$ cat config.mk
export PLATFORM = sky130hd
export DESIGN_NAME = pid_speed_controller
export DESIGN_NICKNAME = d
export VERILOG_FILES = /design/src/hdl/psc_pkg.sv /design/src/hdl/pid_speed_controller.sv /design/src/hdl/psc_cfg_regs.sv /design/src/hdl/psc_terms.sv
export SDC_FILE = /design/constraint.sdc
export NUM_CORES = 2
export LEC_CHECK = 0
export ABC_AREA = 1
export BUFFER_PORTS_ARGS = -buffer_cell sky130_fd_sc_hd__buf_2
export CORE_ASPECT_RATIO = 1.2
export CORE_MARGIN = 3
export CORE_UTILIZATION = 40
export CTS_CLUSTER_DIAMETER = 60
export DETAILED_ROUTE_END_ITERATION = 6
export SETUP_SLACK_MARGIN = 0.5
export SYNTH_ARGS = -nofsm -noshare
export SYNTH_HDL_FRONTEND = slang
export SYNTH_HIERARCHICAL = 1
export SYNTH_SLANG_ARGS = --single-unit
$ cat constraint.sdc
create_clock -name clk -period 12.2 [get_ports clk]
set_clock_uncertainty 0.15 [all_clocks]
set_input_delay 0 -clock clk [delete_from_list [all_inputs] [get_ports clk]]
set_output_delay 0 -clock clk [all_outputs]
set_load 0.02 [all_outputs]
$ cat src/hdl/psc_pkg.sv
// psc_pkg: shared types, register indexes and fixed-point limits for the pid speed controller
// no dependencies; imported by every module of the block
`timescale 1ns / 1ps

package psc_pkg;

    localparam int CFG_IDX_W = 3;

    localparam logic [CFG_IDX_W-1:0] REG_PROP_GAIN      = 3'd0;
    localparam logic [CFG_IDX_W-1:0] REG_INTEG_GAIN     = 3'd1;
    localparam logic [CFG_IDX_W-1:0] REG_DERIV_GAIN     = 3'd2;
    localparam logic [CFG_IDX_W-1:0] REG_TARGET_SPEED   = 3'd3;
    localparam logic [CFG_IDX_W-1:0] REG_SPIN_CLOCKWISE = 3'd4;

    localparam logic [19:0] STOP_THRESHOLD = 20'd26;
    localparam int ONE_Q16  = 65536;
    localparam int TERM_MAX = 1048575;
    localparam int TERM_MIN = -1048576;

    typedef struct packed {
        logic [23:0] prop_gain;
        logic [23:0] integ_gain;
        logic [23:0] deriv_gain;
        logic [19:0] target_speed;
        logic        spin_clockwise;
    } cfg_t;

    typedef struct packed {
        logic signed [20:0] last_error;
        logic signed [17:0] integral;
    } state_t;

    typedef struct packed {
        logic [16:0]        throttle;
        logic               clockwise;
        logic               stopped;
        logic signed [20:0] proportional;
        logic signed [17:0] integral;
        logic signed [20:0] derivative;
    } result_t;

    // saturate a shifted product to the 21 bit term range
    function automatic logic signed [20:0] sat_term(input logic signed [39:0] v);
        logic signed [20:0] r;
        if (v > TERM_MAX)
        begin
            r = 21'(TERM_MAX);
        end
        else if (v < TERM_MIN)
        begin
            r = 21'(TERM_MIN);
        end
        else
        begin
            r = v[20:0];
        end
        return r;
    endfunction

endpackage

$ cat src/hdl/pid_speed_controller.sv
// pid_speed_controller: top level, input register, controller state and result register
// depends on psc_pkg, psc_cfg_regs and psc_terms
// an accepted item passes through the input register, then the result register, to result valid
// throughput: 1 item per cycle unless stalled; combinational multiply, clamp, state update
// reset: asynchronous active low, clears config registers, error and integral state, valid flags
`timescale 1ns / 1ps

module pid_speed_controller
    import psc_pkg::*;
(
    input  logic                 clk,
    input  logic                 rst_n,
    input  logic                 cfg_valid,
    output logic                 cfg_ready,
    input  logic [CFG_IDX_W-1:0] cfg_index,
    input  logic [23:0]          cfg_data,
    input  logic                 s_axis_tvalid,
    output logic                 s_axis_tready,
    input  logic [23:0]          s_axis_tdata,  // measured_speed[19:0], zero pad
    output logic                 m_axis_tvalid,
    input  logic                 m_axis_tready,
    // throttle[16:0], clockwise[17], proportional_term[38:18], integral_term[56:39],
    // derivative_term[77:57], zero pad
    output logic [79:0]          m_axis_tdata,
    output logic                 m_axis_tuser   // stopped
);

    cfg_t    cfg;
    state_t  state_reg;
    state_t  state_next;
    result_t result_next;
    result_t out_result_reg;
    logic    s1_valid_reg;
    logic    s1_valid_next;
    logic    out_valid_reg;
    logic    out_valid_next;
    logic [19:0] s1_speed_reg;
    logic    advance;
    logic    in_accept;

    psc_cfg_regs u_cfg_regs (
        .clk       (clk),
        .rst_n     (rst_n),
        .cfg_valid (cfg_valid),
        .cfg_ready (cfg_ready),
        .cfg_index (cfg_index),
        .cfg_data  (cfg_data),
        .cfg       (cfg)
    );

    psc_terms u_terms (
        .measured_speed (s1_speed_reg),
        .cfg            (cfg),
        .state          (state_reg),
        .result         (result_next),
        .state_next     (state_next)
    );

    assign advance       = s1_valid_reg && (!out_valid_reg || m_axis_tready);
    assign s_axis_tready = !s1_valid_reg || advance;
    assign in_accept     = s_axis_tvalid && s_axis_tready;

    always_comb
    begin
        s1_valid_next = s1_valid_reg;
        if (in_accept)
        begin
            s1_valid_next = 1'b1;
        end
        else if (advance)
        begin
            s1_valid_next = 1'b0;
        end

        out_valid_next = out_valid_reg;
        if (advance)
        begin
            out_valid_next = 1'b1;
        end
        else if (m_axis_tready)
        begin
            out_valid_next = 1'b0;
        end
    end

    always_ff @(posedge clk or negedge rst_n)
    begin
        if (!rst_n)
        begin
            s1_valid_reg  <= 1'b0;
            out_valid_reg <= 1'b0;
            state_reg     <= '0;
        end
        else
        begin
            s1_valid_reg  <= s1_valid_next;
            out_valid_reg <= out_valid_next;
            if (advance)
            begin
                state_reg <= state_next;
            end
        end
    end

    always_ff @(posedge clk)
    begin
        if (in_accept)
        begin
            s1_speed_reg <= s_axis_tdata[19:0];
        end
        if (advance)
        begin
            out_result_reg <= result_next;
        end
    end

    assign m_axis_tvalid = out_valid_reg;
    assign m_axis_tuser  = out_result_reg.stopped;
    assign m_axis_tdata  = {2'b00,
                            out_result_reg.derivative,
                            out_result_reg.integral,
                            out_result_reg.proportional,
                            out_result_reg.clockwise,
                            out_result_reg.throttle};

`ifndef NO_ASSERTIONS
    a_stop_zero: assert property (@(posedge clk) disable iff (!rst_n)
        (m_axis_tvalid && m_axis_tuser) |->
            (out_result_reg.throttle == '0 && out_result_reg.integral == '0))
        else $error("stopped item carries nonzero throttle or integral");

    a_throttle_range: assert property (@(posedge clk) disable iff (!rst_n)
        m_axis_tvalid |-> (out_result_reg.throttle <= 17'(ONE_Q16)))
        else $error("throttle above full scale");

    a_integral_range: assert property (@(posedge clk) disable iff (!rst_n)
        (state_reg.integral <= ONE_Q16) && (state_reg.integral >= -ONE_Q16))
        else $error("integral state out of clamp range");

    a_stall_blocks_input: assert property (@(posedge clk) disable iff (!rst_n)
        (s1_valid_reg && out_valid_reg && !m_axis_tready) |-> !s_axis_tready)
        else $error("input taken while both stages are full and stalled");

    a_advance_shows: assert property (@(posedge clk) disable iff (!rst_n)
        advance |=> m_axis_tvalid)
        else $error("advanced item not presented on output");
`endif

endmodule

$ cat src/hdl/psc_cfg_regs.sv
// psc_cfg_regs: configuration register file for gains, setpoint and direction
// depends on psc_pkg
`timescale 1ns / 1ps

module psc_cfg_regs
    import psc_pkg::*;
(
    input  logic                 clk,
    input  logic                 rst_n,
    input  logic                 cfg_valid,
    output logic                 cfg_ready,
    input  logic [CFG_IDX_W-1:0] cfg_index,
    input  logic [23:0]          cfg_data,
    output cfg_t                 cfg
);

    cfg_t cfg_reg;
    cfg_t cfg_next;

    assign cfg_ready = 1'b1;
    assign cfg      = cfg_reg;

    always_comb
    begin
        cfg_next = cfg_reg;
        if (cfg_valid)
        begin
            case (cfg_index)
                REG_PROP_GAIN:      cfg_next.prop_gain      = cfg_data;
                REG_INTEG_GAIN:     cfg_next.integ_gain     = cfg_data;
                REG_DERIV_GAIN:     cfg_next.deriv_gain     = cfg_data;
                REG_TARGET_SPEED:   cfg_next.target_speed   = cfg_data[19:0];
                REG_SPIN_CLOCKWISE: cfg_next.spin_clockwise = cfg_data[0];
                default:            cfg_next = cfg_reg;
            endcase
        end
    end

    always_ff @(posedge clk or negedge rst_n)
    begin
        if (!rst_n)
        begin
            cfg_reg <= '0;
        end
        else
        begin
            cfg_reg <= cfg_next;
        end
    end

endmodule

$ cat src/hdl/psc_terms.sv
// psc_terms: combinational p, i and d terms, throttle clamp and next controller state
// depends on psc_pkg
`timescale 1ns / 1ps

module psc_terms
    import psc_pkg::*;
(
    input  logic [19:0] measured_speed,
    input  cfg_t        cfg,
    input  state_t      state,
    output result_t     result,
    output state_t      state_next
);

    logic signed [20:0] err;
    logic signed [21:0] err_delta;
    logic signed [24:0] kp_s;
    logic signed [24:0] ki_s;
    logic signed [24:0] kd_s;
    logic signed [45:0] prod_p;
    logic signed [45:0] prod_i;
    logic signed [46:0] prod_d;
    logic signed [20:0] p_sat;
    logic signed [20:0] d_sat;
    logic signed [38:0] integ_sum;
    logic signed [17:0] integ_clamped;
    logic signed [22:0] total;
    logic [16:0]        throttle;
    logic               stop;

    assign err       = $signed({1'b0, cfg.target_speed}) - $signed({1'b0, measured_speed});
    assign err_delta = {err[20], err} - {state.last_error[20], state.last_error};

    assign kp_s = $signed({1'b0, cfg.prop_gain});
    assign ki_s = $signed({1'b0, cfg.integ_gain});
    assign kd_s = $signed({1'b0, cfg.deriv_gain});

    assign prod_p = kp_s * err;
    assign prod_i = ki_s * err;
    assign prod_d = kd_s * err_delta;

    // dropping the low 8 bits is a floor shift
    assign p_sat = sat_term({{2{prod_p[45]}}, prod_p[45:8]});
    assign d_sat = sat_term({prod_d[46], prod_d[46:8]});

    assign integ_sum = {{21{state.integral[17]}}, state.integral}
                     + {prod_i[45], prod_i[45:8]};

    always_comb
    begin
        if (integ_sum > ONE_Q16)
        begin
            integ_clamped = 18'(ONE_Q16);
        end
        else if (integ_sum < -ONE_Q16)
        begin
            integ_clamped = 18'(-ONE_Q16);
        end
        else
        begin
            integ_clamped = integ_sum[17:0];
        end
    end

    assign total = {{2{p_sat[20]}}, p_sat}
                 + {{5{integ_clamped[17]}}, integ_clamped}
                 + {{2{d_sat[20]}}, d_sat};

    always_comb
    begin
        if (total[22])
        begin
            throttle = '0;
        end
        else if (total > ONE_Q16)
        begin
            throttle = 17'(ONE_Q16);
        end
        else
        begin
            throttle = total[16:0];
        end
    end

    assign stop = (cfg.target_speed < STOP_THRESHOLD);

    always_comb
    begin
        result.clockwise = cfg.spin_clockwise;
        if (stop)
        begin
            result.throttle     = '0;
            result.stopped      = 1'b1;
            result.proportional = '0;
            result.integral     = '0;
            result.derivative   = '0;
            state_next          = '0;
        end
        else
        begin
            result.throttle     = throttle;
            result.stopped      = 1'b0;
            result.proportional = p_sat;
            result.integral     = integ_clamped;
            result.derivative   = d_sat;
            state_next.last_error = err;
            state_next.integral   = integ_clamped;
        end
    end

endmodule

## After elaboration in Yosys (flattened, before gate mapping)

Index checks and enable logic that the tools add are counted.

| storage, ports and cells | value |
|---|---|
| output and inout port bits | 84 |
| input bits | 56 |
| logic and storage cells | 66 |
| register bits after elaboration | 233 |

| operators by class | value |
|---|---|
| magnitude comparators | 8 |
| $mul | 3 |
| reductions and logical operators | 16 |
| $add $sub $neg | 5 |
| muxes and demuxes | 13 |
| equal/unequal tests | 4 |

Operators by type and width:

| cell | count |
|---|---|
| $mul 25x21->46 | 2 |
| $mux 21 | 4 |
| $mux 61 | 1 |
| $mul 25x22->47 | 1 |
| $add 18x38->39 | 1 |
| $gt 39x18->1 const B | 1 |
| $gt 39x21->1 const B | 1 |
| $lt 39x17->1 const B | 1 |
| $lt 39x21->1 const B | 1 |
| $mux 39 | 1 |
| $gt 38x21->1 const B | 1 |
| $lt 38x21->1 const B | 1 |
| $mux 18 | 2 |
| $add 22x21->23 | 1 |
| $gt 23x18->1 const B | 1 |
| $add 21x18->22 | 1 |
| $sub 21x21->22 | 1 |
| $sub 20x20->21 | 1 |
| $lt 20x5->1 const B | 1 |
| $mux 17 | 1 |
| $reduce_and 2->1 | 5 |
| $eq 3x2->1 const B | 2 |
| $mux 1 | 4 |
| $reduce_bool 2->1 | 2 |
| 8 further kinds | 11 |

## Longest topological paths before layout

| logic depth | value |
|---|---|
| depth after elaboration | 10 |
| gate-level depth with buffers | 84 |
| mapped depth without buffers | 79 |

## Modules after synthesis

Netlist, hierarchy kept.

Modules (own cells, without submodules):

| module | area an instance (um^2) | seq. area each (um^2) | instances | cells each |
|---|---|---|---|---|
| psc_terms | 60805.8 | 0.0 | 1 | 8389 |
| pid_speed_controller | 4625.7 | 3998.8 | 1 | 282 |
| psc_cfg_regs | 3781.1 | 2327.2 | 1 | 417 |

## Least setup slack after synthesis

No wires, ideal clock.

| timing | value |
|---|---|
| path kind | register to register |
| start point | register u_cfg_regs.cfg_reg, in the netlist u_cfg_regs/cfg[3] |
| end point | register out_result_reg, in the netlist m_axis_tdata[15] (data pin) |
| cell stages (with the launch flop) | 72 |
| slack | -0.194 ns |
| clock period less this slack | 12.394 ns |
| data arrival time | 12.105 ns |
| required time | 11.912 ns |
| path buffers | 5 |
| setup time | 0.138 ns |
| cell sequence | dfrtp_1 ha_1 a21oi_2 o31ai_1 nand2_1 o211ai_1 a21oi_1 inv_1 or2_2 nand2_1 clkinv_1 clkbuf_1 ha_1 nand2_1 nor2_1 nand2_1 o211ai_1 a21oi_1 [36 not listed] fa_1 inv_1 ha_1 inv_1 fa_1 o21ai_1 nand2_1 nand2_1 nand2_1 nand2_1 a21oi_1 o21ai_1 xor2_1 o21ai_0 nor2_1 nand4_2 buf_6 nor2_1 |

| between the ends | value |
|---|---|
| longest elaborated chain between the ends | 10 |
| elaborated cells between the ends (all ways) | 23 |
| those cells by class | add/sub (5); mul (3); order compare (8); mux (6); reduce/logical (1) |

Ends and longest elaborated chain:

| element | line | source |
|---|---|---|
| start: declaration | psc_cfg_regs.sv:17 | `cfg_t cfg_reg;` |
| start signal: assignment | psc_cfg_regs.sv:47 | `cfg_reg <= cfg_next;` |
| $sub 20x20->21 | psc_terms.sv:31 | `assign err = $signed({1'b0, cfg.target_speed}) - $signed({1'b0, measured_speed});` |
| $mul 25x21->46 | psc_terms.sv:39 | `assign prod_i = ki_s * err;` |
| $add 18x38->39 | psc_terms.sv:47 | `+ {prod_i[45], prod_i[45:8]};` |
| $lt 39x17->1 | psc_terms.sv:55 | `else if (integ_sum < -ONE_Q16)` |
| $mux 18 | psc_terms.sv:55 |  |
| $mux 18 | psc_terms.sv:51 | `if (integ_sum > ONE_Q16)` |
| $add 21x18->22 | psc_terms.sv:66 | `+ {{5{integ_clamped[17]}}, integ_clamped}` |
| $add 22x21->23 | psc_terms.sv:67 | `+ {{2{d_sat[20]}}, d_sat};` |
| $gt 23x18->1 | psc_terms.sv:75 | `else if (total > ONE_Q16)` |
| $reduce_or 3->1 (no line) | -- |  |
| end signal: assignment | pid_speed_controller.sv:113 | `out_result_reg <= result_next;` |
| end: declaration | pid_speed_controller.sv:32 | `result_t out_result_reg;` |

Several ways; a longest one is shown, not always the timed one.
A chain may end at the register's enable or synchronous reset.

## Worst setup path after layout

| timing | value |
|---|---|
| start point | register s1_speed_reg[0] |
| end point | register out_result_reg, in the netlist m_axis_tdata[12] (data pin) |

| between the ends | value |
|---|---|
| longest elaborated chain between the ends | 10 |
| elaborated cells between the ends (all ways) | 22 |
| those cells by class | add/sub (5); mul (3); order compare (7); mux (6); reduce/logical (1) |

Ends and longest elaborated chain:

| element | line | source |
|---|---|---|
| start: declaration | pid_speed_controller.sv:37 | `logic [19:0] s1_speed_reg;` |
| start signal: assignment | pid_speed_controller.sv:109 | `s1_speed_reg <= s_axis_tdata[19:0];` |
| $sub 20x20->21 * | psc_terms.sv:31 |  |
| $mul 25x21->46 | psc_terms.sv:39 |  |
| $add 18x38->39 | psc_terms.sv:47 |  |
| $lt 39x17->1 | psc_terms.sv:55 |  |
| $mux 18 | psc_terms.sv:55 |  |
| $mux 18 | psc_terms.sv:51 |  |
| $add 21x18->22 | psc_terms.sv:66 |  |
| $add 22x21->23 * | psc_terms.sv:67 |  |
| $gt 23x18->1 | psc_terms.sv:75 |  |
| $reduce_or 3->1 (no line) | -- |  |

Mark *: on every way between the ends. The rest lies on a longest branch, timed or not.

==> results.rst <==
.. list-table::
   :header-rows: 1

   * - Metric
     - Value
   * - Result of the run
     - complete, but fails checks
   * - Violations in the final reports
     - negative setup slack
   * - Final clock period utilization by the worst path
     - 105.8%
   * - Number of synthesized register bits
     - 233
   * - Number of enable-type register cells in the synthesized netlist
     - 99
   * - Leading post-synthesis cells by cell area
     - fa_1 (37%), nand2_1 (14%), ha_1 (12%)
   * - Via count
     - 62.87k
   * - Kind of critical path
     - flip-flop to flip-flop
   * - Highest net fanout along the worst path
     - 8
   * - Synth Area per Inst
     - 7.616 um2
   * - Buffer depth of the longest clock path
     - 3
   * - Post-synth top area share
     - 37.37%
   * - X dimension of the die
     - 385.7 um
   * - DIE HEIGHT
     - 461.7 um
   * - Final hold viol count
     - 0
   * - Routed Wire Length
     - 253500 um
   * - Fmax
     - 0.07747 GHz
   * - Most instantiated flip-flop cell in the synthesis netlist
     - dfrtp_1
   * - Number of synthesis warnings
     - 6
   * - Starting Density
     - 40.39%
   * - Global-route wire length before repair
     - 387000 um
   * - Iteration-0 DRC Markers
     - 4361
   * - Setup tns final
     - -11.48 ns
   * - Number of iterations in the first detailed-routing pass
     - 6
   * - Root buffer cell
     - clkbuf_16
   * - Fraction of met3 tracks used by global routing
     - 4.144%
   * - Sequential cell area fraction in the yosys report
     - 9.140%
   * - Slowest Stage Delay on Critical Path
     - 0.59 ns
   * - Proportion of register bits with asynchronous set or reset after synthesis
     - 57.51%
   * - Syn Inst Count
     - 9088
   * - RSZ-0062 raised after global routing
     - yes
   * - Summed instance area of the synthesized netlist
     - 69210 um2
   * - Master of the slowest instance on the critical path
     - fa_2
   * - Count of input and output buffers
     - 132
   * - Number of antenna violations at the first check in global routing
     - 8
   * - Count of antenna-violating nets left after detailed routing
     - 0
   * - Global route total overflow
     - 0
   * - Area used by sequential logic in the layout
     - 6327 um2
   * - Layout cells sized above 1
     - 18.34%
   * - Final core area utilization
     - 49.21%
   * - Hold WS
     - 0.02900 ns
   * - Clock tree from TritonCTS
     - yes
   * - Routability congestion estimate from global placement
     - 1.017
   * - Placed cells
     - 12.19k
   * - Multi-input gate area
     - 55970 um2
   * - Crit path setup slack, layout
     - -0.7083 ns
   * - Die area
     - 178100 um2
   * - Clock latency at the later pin of the worst-skew pair
     - 0.65 ns
   * - # IOs
     - 140
   * - Hold crit path type
     - input pin to flip-flop
   * - Num Clock Sinks
     - 233
   * - Most common cell on crit path
     - nand2_2
   * - Worst slew pin tran
     - 1.413 ns
   * - Area added between synthesis and finish
     - 21.83%
   * - Fin nets
     - 12.07k
   * - Number of distinct library cell variants in the gate-level netlist after synthesis
     - 63
   * - Number of standard cells in the final layout excluding fillers
     - 12.37k
   * - Final number of max-transition violations
     - 0
   * - # Max-Cap Violations
     - 0
   * - Reg2Reg Depth
     - 71
   * - Setup-violating endpoint count in the final report
     - 17
   * - Most crowded layer after global routing
     - met2
   * - Global routing usage on met1
     - 36.85%
   * - Clock period minus final worst setup slack
     - 12.91 ns
   * - Worst-case headroom to the max-slew limit
     - 5.774%
   * - # fillers
     - 16.82k
   * - Overall global routing resource usage
     - 28.43%
   * - Via density
     - 5.084
   * - Most used standard cells in the synthesized netlist
     - nand2_1 (2504), inv_1 (2038), fa_1 (1292)
   * - Largest net degree at the start of global routing
     - 79
   * - Number of core rows
     - 166
   * - Most common cell in the synthesized netlist
     - nand2_1
   * - Number of flip-flops in the largest register
     - 93
   * - Leading area contributor after synthesis
     - fa_1
   * - Residual DRC count
     - 0
   * - Clock transition at the registers of the reported paths
     - 0.06 ns
   * - Num CTS Buffers
     - 31
   * - CP arrival
     - 13.28 ns
   * - Floorplan Core Area
     - 171400 um2
   * - H-tree depth
     - 1
   * - Detail-routed net length per standard cell
     - 20.50 um
   * - Number of global-route vias before repair
     - 66.23k
   * - Hold Crit Depth
     - 2
   * - Worst setup EP type
     - flip-flop
   * - GR met2 Demand/Resource
     - 46.94%
   * - Kind of start point of the critical path
     - flip-flop
   * - Required time at the endpoint of the critical path
     - 12.57 ns
   * - Post-detailed-placement half-perimeter wirelength
     - 215000 um
-- final cells by class --
type	count	area share, %
multi-input combinational	6437	66.38
timing repair buffer	1307	12.29
inverter	2064	9.231
sequential	233	7.504
tap	2268	3.365
clock buffer	33	0.9407
clock inverter	23	0.2923
antenna	1	0.002968
-- per-stage QoR --
stage / worst slack, ns / instance area [um2]
6_report: -0.7083 / 84320
2_1_floorplan: 0.5027 / 69670
4_1_cts: -0.6161 / 82810
3_5_place_dp: -1.287 / 79900
3_3_place_gp: -1.268 / 79900
5_1_grt: -1.268 / 84320
-- critical path, delay by kind of cell, from the launching register on --
kind	cells	cell delay [ns]
AO/OA/AOI/OAI	12	1.43
flip-flops	1	0.43
XOR/XNOR	2	0.33
AND/OR/NAND/NOR	31	3.47
adder cells (fa/ha/maj)	13	5.79
buffers and inverters	13	1.19
-- layer usage --
metal / vias up / part of all wire [%] / wire length (um)
met3: 601 / 6.9 / 17580
li1: 28810 / - / -
met2: 2347 / 47 / 118100
met1: 31110 / 41 / 103500
met4: 10 / 5.6 / 14200
met5: - / 0.025 / 63
-- kinds of logic (layout without fill, tap and decap cells) --
kind of cell	count (synthesis)	in the layout	synth area share, %
AO/OA/AOI/OAI	491	491	3.934
XOR/XNOR	127	127	1.607
adder cells (fa/ha/maj)	1937	1937	49.03
buffers and inverters	2419	3427	13.60
flip-flops	233	233	9.140
other	2	4	0.01085
AND/OR/NAND/NOR	3879	3879	22.68
-- path summary, 6_finish.rpt --
check,from,slack (ns),end
worst min-delay path,s_axis_tdata[6],0.03,s1_speed_reg[6]
min in group asynchronous,rst_n,0.25,u_cfg_regs/cfg[14]
max in group asynchronous,rst_n,10.59,u_cfg_regs/cfg[43]
worst max-delay path,s1_speed_reg[0],-0.71,m_axis_tdata[12]
worst max register to register,s1_speed_reg[0],-0.71,m_axis_tdata[12]
worst min register to register,state_reg[25],0.32,state_reg[25]
-- cells in the final DEF, fill, tap and decap left out, types with 45 or more instances in the layout --
cell              n
dfrtp_1         133
inv_1          2019
edfxtp_1         99
nor2_1          706
nand3_1         328
nor2_2           63
xor2_1           75
buf_12           45
ha_1            579
buf_4          1030
nand2_2         110
fa_1           1274
a21oi_2          49
ha_4             56
o21ai_0          73
dlygate4sd3_1    82
buf_2           131
a21oi_1         224
nand4_1          62
nand2_1        2396
-- repair_timing --
action,in CTS,in global routing
endpoints found under the setup margin,17,17
cloned,0,1
setup buffers,15,23
hold buffers,83,0
hold endpoints to repair,207,0
pin swaps,56,153
resized for setup,223,315
Power is left out: the tool's default activity adds up to more than one toggle a clock period on the data nets, which glitch-free logic cannot reach.
